===== src/assert_macros.svh =====
// Assertion macros shared by the encoder RTL.
// Each macro samples on posedge clk and is disabled while rst_n is low.
`ifndef ASSERT_MACROS_SVH
`define ASSERT_MACROS_SVH
`ifndef SYNTHESIS
`define B64E_ASSERT(label, prop, msg) \
    label: assert property (@(posedge clk) disable iff (!rst_n) (prop)) else $error(msg);
`define B64E_ASSERT_NEVER(label, expr, msg) \
    label: assert property (@(posedge clk) disable iff (!rst_n) !(expr)) else $error(msg);
`else
`define B64E_ASSERT(label, prop, msg)
`define B64E_ASSERT_NEVER(label, expr, msg)
`endif
`endif


===== src/b64e_pkg.sv =====
// Types, constants and the symbol-to-character map of the base64 encoder.
// No dependencies.
package b64e_pkg;

    localparam logic [7:0] PAD_CHAR = 8'h3D;

    typedef enum logic [1:0]
    {
        PHASE_FIRST  = 2'd0,
        PHASE_SECOND = 2'd1,
        PHASE_THIRD  = 2'd2,
        PHASE_UNUSED = 2'd3
    } phase_t;

    // One encode job: up to two 6-bit symbols, then '=' up to count characters.
    typedef struct packed
    {
        logic [1:0][5:0] sym;
        logic [1:0]      nsym;
        logic [2:0]      count;
        logic            last;
    } job_t;

    function automatic logic [7:0] b64_char(input logic [5:0] s);
        logic [7:0] c;
        if (s < 6'd26)
            c = 8'h41 + {2'b00, s};
        else if (s < 6'd52)
            c = 8'h61 + {2'b00, s} - 8'd26;
        else if (s < 6'd62)
            c = 8'h30 + {2'b00, s} - 8'd52;
        else if (s == 6'd62)
            c = 8'h2B;
        else
            c = 8'h2F;
        return c;
    endfunction

endpackage


===== src/b64e_byte_if.sv =====
// Byte channel: valid/ready handshake with one raw byte and a final flag.
// Depends on nothing.
interface b64e_byte_if;
    logic       valid;
    logic       ready;
    logic [7:0] data_byte;
    logic       final_byte;

    modport source (output valid, output data_byte, output final_byte, input ready);
    modport sink   (input valid, input data_byte, input final_byte, output ready);
endinterface


===== src/b64e_char_if.sv =====
// Character channel: valid/ready handshake with one base64 character.
// Depends on nothing.
interface b64e_char_if;
    logic       valid;
    logic       ready;
    logic [7:0] out_char;
    logic       out_last;

    modport source (output valid, output out_char, output out_last, input ready);
    modport sink   (input valid, input out_char, input out_last, output ready);
endinterface


===== src/b64e_front.sv =====
// Front end: takes byte transfers, tracks group phase and leftover bits,
// and builds one job per byte. Depends on b64e_pkg and assert_macros.svh.
`include "assert_macros.svh"
module b64e_front
(
    input  logic           clk,
    input  logic           rst_n,
    input  logic           valid,
    output logic           ready,
    input  logic [7:0]     data_byte,
    input  logic           final_byte,
    input  logic           full,
    output logic           push,
    output b64e_pkg::job_t job
);
    import b64e_pkg::*;

    phase_t     phase_reg, phase_next;
    logic [3:0] left_reg, left_next;

    assign ready = !full;
    assign push  = valid && !full;

    always_comb
    begin
        job        = '0;
        job.last   = final_byte;
        phase_next = phase_reg;
        left_next  = left_reg;
        unique case (phase_reg)
            PHASE_SECOND:
            begin
                job.sym[0] = {left_reg[1:0], data_byte[7:4]};
                job.sym[1] = {data_byte[3:0], 2'b00};
                job.nsym   = final_byte ? 2'd2 : 2'd1;
                job.count  = final_byte ? 3'd3 : 3'd1;
                phase_next = PHASE_THIRD;
                left_next  = data_byte[3:0];
            end
            PHASE_THIRD:
            begin
                job.sym[0] = {left_reg, data_byte[7:6]};
                job.sym[1] = data_byte[5:0];
                job.nsym   = 2'd2;
                job.count  = 3'd2;
                phase_next = PHASE_FIRST;
                left_next  = 4'd0;
            end
            PHASE_FIRST, PHASE_UNUSED:
            begin
                job.sym[0] = data_byte[7:2];
                job.sym[1] = {data_byte[1:0], 4'b0000};
                job.nsym   = final_byte ? 2'd2 : 2'd1;
                job.count  = final_byte ? 3'd4 : 3'd1;
                phase_next = PHASE_SECOND;
                left_next  = {2'b00, data_byte[1:0]};
            end
        endcase
        if (final_byte)
        begin
            phase_next = PHASE_FIRST;
            left_next  = 4'd0;
        end
    end

    always_ff @(posedge clk or negedge rst_n)
    begin
        if (!rst_n)
        begin
            phase_reg <= PHASE_FIRST;
            left_reg  <= 4'd0;
        end
        else if (push)
        begin
            phase_reg <= phase_next;
            left_reg  <= left_next;
        end
    end

    `B64E_ASSERT(a_third_clears, (push && phase_reg == PHASE_THIRD) |=> (left_reg == 4'd0 && phase_reg == PHASE_FIRST), "third byte must close the group")
    `B64E_ASSERT(a_final_resets, (push && final_byte) |=> (phase_reg == PHASE_FIRST && left_reg == 4'd0), "final byte must return to group start")
endmodule


===== src/b64e_queue.sv =====
// Short job queue between front and back end.
// Depends on b64e_pkg and assert_macros.svh.
`include "assert_macros.svh"
module b64e_queue
#(
    parameter int DEPTH = 2
)
(
    input  logic           clk,
    input  logic           rst_n,
    input  logic           push,
    input  b64e_pkg::job_t wr_job,
    output logic           full,
    input  logic           pop,
    output logic           empty,
    output b64e_pkg::job_t rd_job
);
    import b64e_pkg::*;

    localparam int PTR_W = $clog2(DEPTH);
    localparam int CNT_W = $clog2(DEPTH + 1);

    job_t             mem [DEPTH];
    logic [PTR_W-1:0] wr_ptr_reg, rd_ptr_reg;
    logic [CNT_W-1:0] cnt_reg, cnt_next;

    assign full   = (cnt_reg == CNT_W'(DEPTH));
    assign empty  = (cnt_reg == '0);
    assign rd_job = mem[rd_ptr_reg];

    always_comb
    begin
        cnt_next = cnt_reg;
        if (push && !pop)
            cnt_next = cnt_reg + 1'b1;
        else if (pop && !push)
            cnt_next = cnt_reg - 1'b1;
    end

    always_ff @(posedge clk)
    begin
        if (push)
            mem[wr_ptr_reg] <= wr_job;
    end

    always_ff @(posedge clk or negedge rst_n)
    begin
        if (!rst_n)
        begin
            wr_ptr_reg <= '0;
            rd_ptr_reg <= '0;
            cnt_reg    <= '0;
        end
        else
        begin
            cnt_reg <= cnt_next;
            if (push)
                wr_ptr_reg <= (wr_ptr_reg == PTR_W'(DEPTH - 1)) ? '0 : wr_ptr_reg + 1'b1;
            if (pop)
                rd_ptr_reg <= (rd_ptr_reg == PTR_W'(DEPTH - 1)) ? '0 : rd_ptr_reg + 1'b1;
        end
    end

    `B64E_ASSERT_NEVER(a_no_overflow, push && full, "push into full queue")
    `B64E_ASSERT_NEVER(a_no_underflow, pop && empty, "pop from empty queue")
endmodule


===== src/b64e_back.sv =====
// Back end: drains jobs one character per cycle, unless ready stalls it, into the output register.
// Depends on b64e_pkg and assert_macros.svh.
`include "assert_macros.svh"
module b64e_back
(
    input  logic           clk,
    input  logic           rst_n,
    input  logic           empty,
    input  b64e_pkg::job_t job,
    output logic           pop,
    output logic           valid,
    input  logic           ready,
    output logic [7:0]     out_char,
    output logic           out_last
);
    import b64e_pkg::*;

    logic [1:0] idx_reg;
    logic       valid_reg;
    logic [7:0] char_reg;
    logic       last_reg;
    logic       advance;
    logic       take;
    logic       job_done;
    logic [7:0] char_next;

    assign advance  = !valid_reg || ready;
    assign take     = advance && !empty;
    assign job_done = ({1'b0, idx_reg} == job.count - 3'd1);
    assign pop      = take && job_done;
    assign char_next = (idx_reg < job.nsym) ? b64_char(job.sym[idx_reg[0]]) : PAD_CHAR;

    assign valid    = valid_reg;
    assign out_char = char_reg;
    assign out_last = last_reg;

    always_ff @(posedge clk)
    begin
        if (take)
        begin
            char_reg <= char_next;
            last_reg <= job.last && job_done;
        end
    end

    always_ff @(posedge clk or negedge rst_n)
    begin
        if (!rst_n)
        begin
            valid_reg <= 1'b0;
            idx_reg   <= 2'd0;
        end
        else
        begin
            if (advance)
                valid_reg <= !empty;
            if (take)
                idx_reg <= job_done ? 2'd0 : idx_reg + 2'd1;
        end
    end

    `B64E_ASSERT(a_mid_job_held, (idx_reg != 2'd0) |-> !empty, "job index set with no job queued")
endmodule


===== src/base64_stream_encoder_unit.sv =====
// Top level of the streaming base64 encoder: front end, job queue, back end.
// Depends on b64e_pkg, b64e_byte_if, b64e_char_if and the b64e_* modules.
//
//  channel   dir  payload                         transfer
//  data_ch   in   data_byte[7:0], final_byte      valid && ready
//  char_ch   out  out_char[7:0], out_last         valid && ready
//
// A byte is taken whenever the job queue has room; it yields 1 to 4 characters,
// which the back end sends one per cycle while char_ch is not stalled, four characters
// per three bytes on long messages, through the single output character register.
// The first character of a byte goes through the job queue, then that output register.
// Reset clears phase, queue and output valid; no clearing pass.
// Output stalls back up through the queue to data_ch.ready.
module base64_stream_encoder_unit
#(
    parameter int QUEUE_DEPTH = 2
)
(
    input  logic        clk,
    input  logic        rst_n,
    b64e_byte_if.sink   data_ch,
    b64e_char_if.source char_ch
);
    import b64e_pkg::*;

    job_t wr_job;
    job_t rd_job;
    logic push;
    logic pop;
    logic full;
    logic empty;

    b64e_front u_front
    (
        .clk        (clk),
        .rst_n      (rst_n),
        .valid      (data_ch.valid),
        .ready      (data_ch.ready),
        .data_byte  (data_ch.data_byte),
        .final_byte (data_ch.final_byte),
        .full       (full),
        .push       (push),
        .job        (wr_job)
    );

    b64e_queue #(.DEPTH(QUEUE_DEPTH)) u_queue
    (
        .clk    (clk),
        .rst_n  (rst_n),
        .push   (push),
        .wr_job (wr_job),
        .full   (full),
        .pop    (pop),
        .empty  (empty),
        .rd_job (rd_job)
    );

    b64e_back u_back
    (
        .clk      (clk),
        .rst_n    (rst_n),
        .empty    (empty),
        .job      (rd_job),
        .pop      (pop),
        .valid    (char_ch.valid),
        .ready    (char_ch.ready),
        .out_char (char_ch.out_char),
        .out_last (char_ch.out_last)
    );
endmodule

===== src/flat_wrapper.sv =====
// flat-port wrapper written by rule: the top's interface ports become plain ports
module base64_stream_encoder_unit_flat import b64e_pkg::*;
#(
    parameter int QUEUE_DEPTH = 2
)
  (clk, rst_n, data_ch_valid, data_ch_data_byte, data_ch_final_byte, data_ch_ready, char_ch_valid, char_ch_out_char, char_ch_out_last, char_ch_ready);
  b64e_byte_if data_ch_i ();
  b64e_char_if char_ch_i ();
  input  logic clk;
  input  logic rst_n;
  input wire logic [$bits(data_ch_i.valid)-1:0] data_ch_valid;
  input wire logic [$bits(data_ch_i.data_byte)-1:0] data_ch_data_byte;
  input wire logic [$bits(data_ch_i.final_byte)-1:0] data_ch_final_byte;
  output wire logic [$bits(data_ch_i.ready)-1:0] data_ch_ready;
  output wire logic [$bits(char_ch_i.valid)-1:0] char_ch_valid;
  output wire logic [$bits(char_ch_i.out_char)-1:0] char_ch_out_char;
  output wire logic [$bits(char_ch_i.out_last)-1:0] char_ch_out_last;
  input wire logic [$bits(char_ch_i.ready)-1:0] char_ch_ready;
  assign data_ch_i.valid = data_ch_valid;
  assign data_ch_i.data_byte = data_ch_data_byte;
  assign data_ch_i.final_byte = data_ch_final_byte;
  assign data_ch_ready = data_ch_i.ready;
  assign char_ch_valid = char_ch_i.valid;
  assign char_ch_out_char = char_ch_i.out_char;
  assign char_ch_out_last = char_ch_i.out_last;
  assign char_ch_i.ready = char_ch_ready;
  base64_stream_encoder_unit #(.QUEUE_DEPTH(QUEUE_DEPTH)) u_core (.clk(clk), .rst_n(rst_n), .data_ch(data_ch_i), .char_ch(char_ch_i));
endmodule

===== config.mk =====
export PLATFORM = sky130hd
export DESIGN_NAME = base64_stream_encoder_unit_flat
export DESIGN_NICKNAME = d
export VERILOG_FILES = /design/src/b64e_pkg.sv /design/src/b64e_byte_if.sv /design/src/b64e_char_if.sv /design/src/b64e_front.sv /design/src/b64e_queue.sv /design/src/b64e_back.sv /design/src/base64_stream_encoder_unit.sv /design/src/flat_wrapper.sv
export VERILOG_INCLUDE_DIRS = /design/src /design/src/src
export SDC_FILE = /design/constraint.sdc
export NUM_CORES = 1
export LEC_CHECK = 0
export ABC_AREA = 1
export ABC_CLOCK_PERIOD_IN_PS = 3000
export BUFFER_PORTS_ARGS = -buffer_cell sky130_fd_sc_hd__buf_2
export CORE_ASPECT_RATIO = 0.75
export CORE_MARGIN = 8
export CORE_UTILIZATION = 52
export DETAILED_ROUTE_END_ITERATION = 10
export PLACE_DENSITY = 0.71
export SLEW_MARGIN = 30
export SYNTH_ARGS = -nofsm -noshare
export SYNTH_HDL_FRONTEND = slang
export SYNTH_SLANG_ARGS = --single-unit

===== constraint.sdc =====
create_clock -name clk -period 3 [get_ports clk]
set_input_delay 0.15 -clock clk [delete_from_list [all_inputs] [get_ports clk]]
set_output_delay 0.15 -clock clk [all_outputs]
set_load 0.01 [all_outputs]

==> results.py <==
metrics = {
    "worst_setup_path": {
        "worst_path_largest_cell_delay_ns": 0.45,
        "reg2reg_setup_slack_ns": 0.60,
        "slowest_stage": "dfrtp_1",
        "arrival_ns": 2.47,
        "critPathMaxFanout": 16,
        "crit_type": "flip-flop to flip-flop",
        "cp-end-kind": "flip-flop",
        "regToRegStartpoint": "u_core.u_queue.rd_ptr_reg$_DFFE_PN0P_",
        "reg2reg_to": "u_core.u_back.out_char[4]$_SDFFCE_PP1N_",
        "path_buf_inv": 4,
        "crit_top_cell": "nand2_1",
        "cp.required_ns": 3.07,
        "reg2reg_depth": 14,
        "crit_family": "buffers and inverters",
        "cp_cell_sequence": "buf_4 -> inv_2 -> nand2_1 -> nand2_1 -> nand2_1 -> nand2_2 -> inv_2 -> ha_1 -> inv_1 -> nand2_2 -> o21ai_1 -> nand2_1 -> nand2_1 -> nand3_1",
        "startpoint_type": "flip-flop",
    },
    "drt": {
        "wl_per_cell_microns": 13.6,
        "drt_iter0_drc": 130,
        "ant_nets": 0,
        "dr.pass1.iters": 4,
        "routed_wl_microns": 6180,
        "via_per_inst": 5.00,
        "drcViolationCount": 0,
        "num_vias": 2269,
    },
    "clocking": {
        "htreeDepth": 3,
        "post_cts_buffers": 0,
        "cts.clk_slew.worst_paths_ns": 0.07,
        "cts_root_buf": "clkbuf_8",
        "cts_tree": "done",
        "cts_sinks": 58,
        "clk_path_buf_depth": 2,
        "cts_resized": 0,
        "clk_latency_ns": 0.33,
        "cts_made_buffers": 9,
    },
    "die": {
        "std_cell_rows": 24,
        "io_pins": 24,
        "die_h_microns": 83.4,
        "fp.coreArea_sq_um": 5830,
        "start_util_pct": 54.0,
        "die_area_sq_um": 8820,
        "die_w_microns": 106,
    },
    "synthesis": {
        "synthFlopType": "edfxtp_1",
        "synth_fp_nets": 361,
        "ys_seq_area_share_pct": 53.3,
        "synth_edf_count": 45,
        "synth_top_area_share_pct": 42.9,
        "yosysWarnings": 0,
        "synth_seq_cells": 58,
        "ys_types": 32,
        "avgSynthCellArea_sq_um": 9.31,
        "synthCells": 338,
        "synth.area.top_cells": "edfxtp_1 43%, nand2_1 12%, dfrtp_1 10%, inv_1 4.1%, ha_1 4.0%",
        "yosys.area.top_type": "edfxtp_1",
        "ys_async_sr_fraction_pct": 22.4,
        "synth_area_sq_um": 3150,
    },
    "cells_and_area": {
        "drive_above_1_share_pct": 20.2,
        "fin_nets": 394,
        "fillCellCount": 524,
        "area_growth_pct": 13.6,
        "n_antenna_cell": 0,
        "largest_reg_flops": 36,
        "multiInputGateArea_sq_um": 1260,
        "seqCellArea_sq_um": 1680,
    },
    "hold_path": {
        "min_from": "char_ch_ready",
        "min_path_type": "primary input to flip-flop",
        "holdPathStages": 2,
        "hold_path_end": "u_core.u_back.valid$_DFFE_PN0N_",
    },
    "power_and_ir_drop": {
        "p_leak_nw": 1.63,
        "vdd_ir_drop_max_v": 0.000357,
        "cellPowerDensity_nw_per_um2": 616,
    },
    "outcome": {
        "status": "completed",
    },
    "sta": {
        "tns_ns": 0,
        "finClkSkew_ns": 0.0105,
        "max_slew_margin_pct": 59.0,
        "fin_ws_ns": 0.598,
        "maxSlewViolCount": 0,
        "fin_crit_ns": 2.40,
        "setup_viol": 0,
        "max_freq_mhz": 416,
        "hold_viol_final": 0,
        "worst_pin_slew_ns": 0.614,
        "period_share_pct": 80.1,
        "hold_ws_ns": 0.0162,
        "grt_setup_unrepaired": "false",
    },
    "global_route": {
        "gr-total-overflow": 0,
        "antenna_found_initial": 0,
        "grt_pass1_vias": 2226,
        "grt_start_max_net_pins": 20,
        "grt_usage_pct": 15.0,
        "grt_pass1_wl_microns": 10700,
    },
    "place": {
        "io_buffers": 23,
        "hpwl_microns": 4660,
        "post-place-ws_ns": 0.623,
        "place_congestion": 0.907,
    },
    "flow_run": {
        "max_cap_viol_count": 0,
    },
}
[metrics by stage]
stage,power (W),cell area [sq um],cells,util [%]
5_1_grt,0.00232,3570,454,61.4
4_1_cts,0.00223,3570,454,61.4
6_report,0.00220,3570,454,61.4
3_5_place_dp,0.00138,3330,437,57.2
3_3_place_gp,0.00137,3330,437,57.2
2_1_floorplan,0.00127,3150,338,-
[what timing repair did]
item                                    CTS  global route
endpoints found under the setup margin    0             0
endpoints found under the hold margin    13             0
hold buffers                              1             0
[cells by family after synthesis]
kind of cell	Yosys count	synth area share, %
AO/OA/AOI/OAI	34	6.56
XOR/XNOR	8	2.23
adder cells (fa/ha/maj)	10	3.98
AND/OR/NAND/NOR	180	26.7
multiplexers	2	0.636
buffers and inverters	46	6.60
flip-flops	58	53.3
[synth_stat cells (5+ instances only)]
cell type and instances:
ha_1 10, dfrtp_1 13, o211ai_1 5, nand2_2 17, o21ai_0 10, nand3_1 24, nand2_1 98, nor2_1 27
nand3_2 5, edfxtp_1 45, a21oi_1 7, inv_1 34
[worst max path at each step]
stage,cells after the start,startpoint,end,slack [ns]
5_1_grt,13,u_core.u_queue.rd_ptr_reg$_DFFE_PN0P_,u_core.u_back.out_char[4]$_SDFFCE_PP1N_,0.36
4_1_cts,14,u_core.u_queue.rd_ptr_reg$_DFFE_PN0P_,u_core.u_back.out_char[4]$_SDFFCE_PP1N_,0.61
6_report,14,u_core.u_queue.rd_ptr_reg$_DFFE_PN0P_,u_core.u_back.out_char[4]$_SDFFCE_PP1N_,0.60
3_5_place_dp,14,u_core.u_queue.rd_ptr_reg$_DFFE_PN0P_,u_core.u_back.out_char[4]$_SDFFCE_PP1N_,0.62
3_3_place_gp,14,u_core.u_queue.rd_ptr_reg$_DFFE_PN0P_,u_core.u_back.out_char[4]$_SDFFCE_PP1N_,0.67
2_1_floorplan,11,u_core.u_queue.rd_ptr_reg$_DFFE_PN0P_,u_core.u_queue.cnt_reg[1]$_DFFE_PN0P_,0.79
[layout by cell type, fill, tap and decap left out, drive strengths merged]
cell,instances
mux2i,2
dfrtp,13
xor2,4
a21oi,8
o22ai,4
clkbuf,10
o211ai,5
dlygate4sd3,1
o221ai,2
ha,10
clkinv,4
edfxtp,45
o21ai,15
bufinv,3
nor2,29
nor3,1
clkinvlp,1
buf,27
nand3,30
or2,1
inv,38
xnor2,4
nand2,118
nand4,1
[cell type report]
class                      instances  area share, %
clock inverter                     6           2.94
inverter                          40           4.20
clock buffer                      10           3.57
multi-input combinational        234           35.3
timing repair buffer              28           4.34
sequential                        58           46.9
tap                               78           2.73
[worst reg2reg max path: cells and delay by family, from the launching register on]
family	cells	cell delay (ns)
compound gates	1	0.08
buf+inv	4	0.72
fa+ha+maj	1	0.27
flops	1	0.45
simple gates	8	0.62
[power by group]
part	switching [W]	internal, W
logic	0.000257	0.000150
clock network	0.000295	0.000546
registers	0.0000345	0.000919
[per-layer routing]
metal	share of wire, %	GRT usage, %	vias up
met1	51	20.7	1021
met5	0	0	-
met2	43	21.5	59
li1	-	-	1185
met3	6.4	4.78	4
met4	0.40	4.71	0
Note: power is estimated with default switching activity, not from simulation.
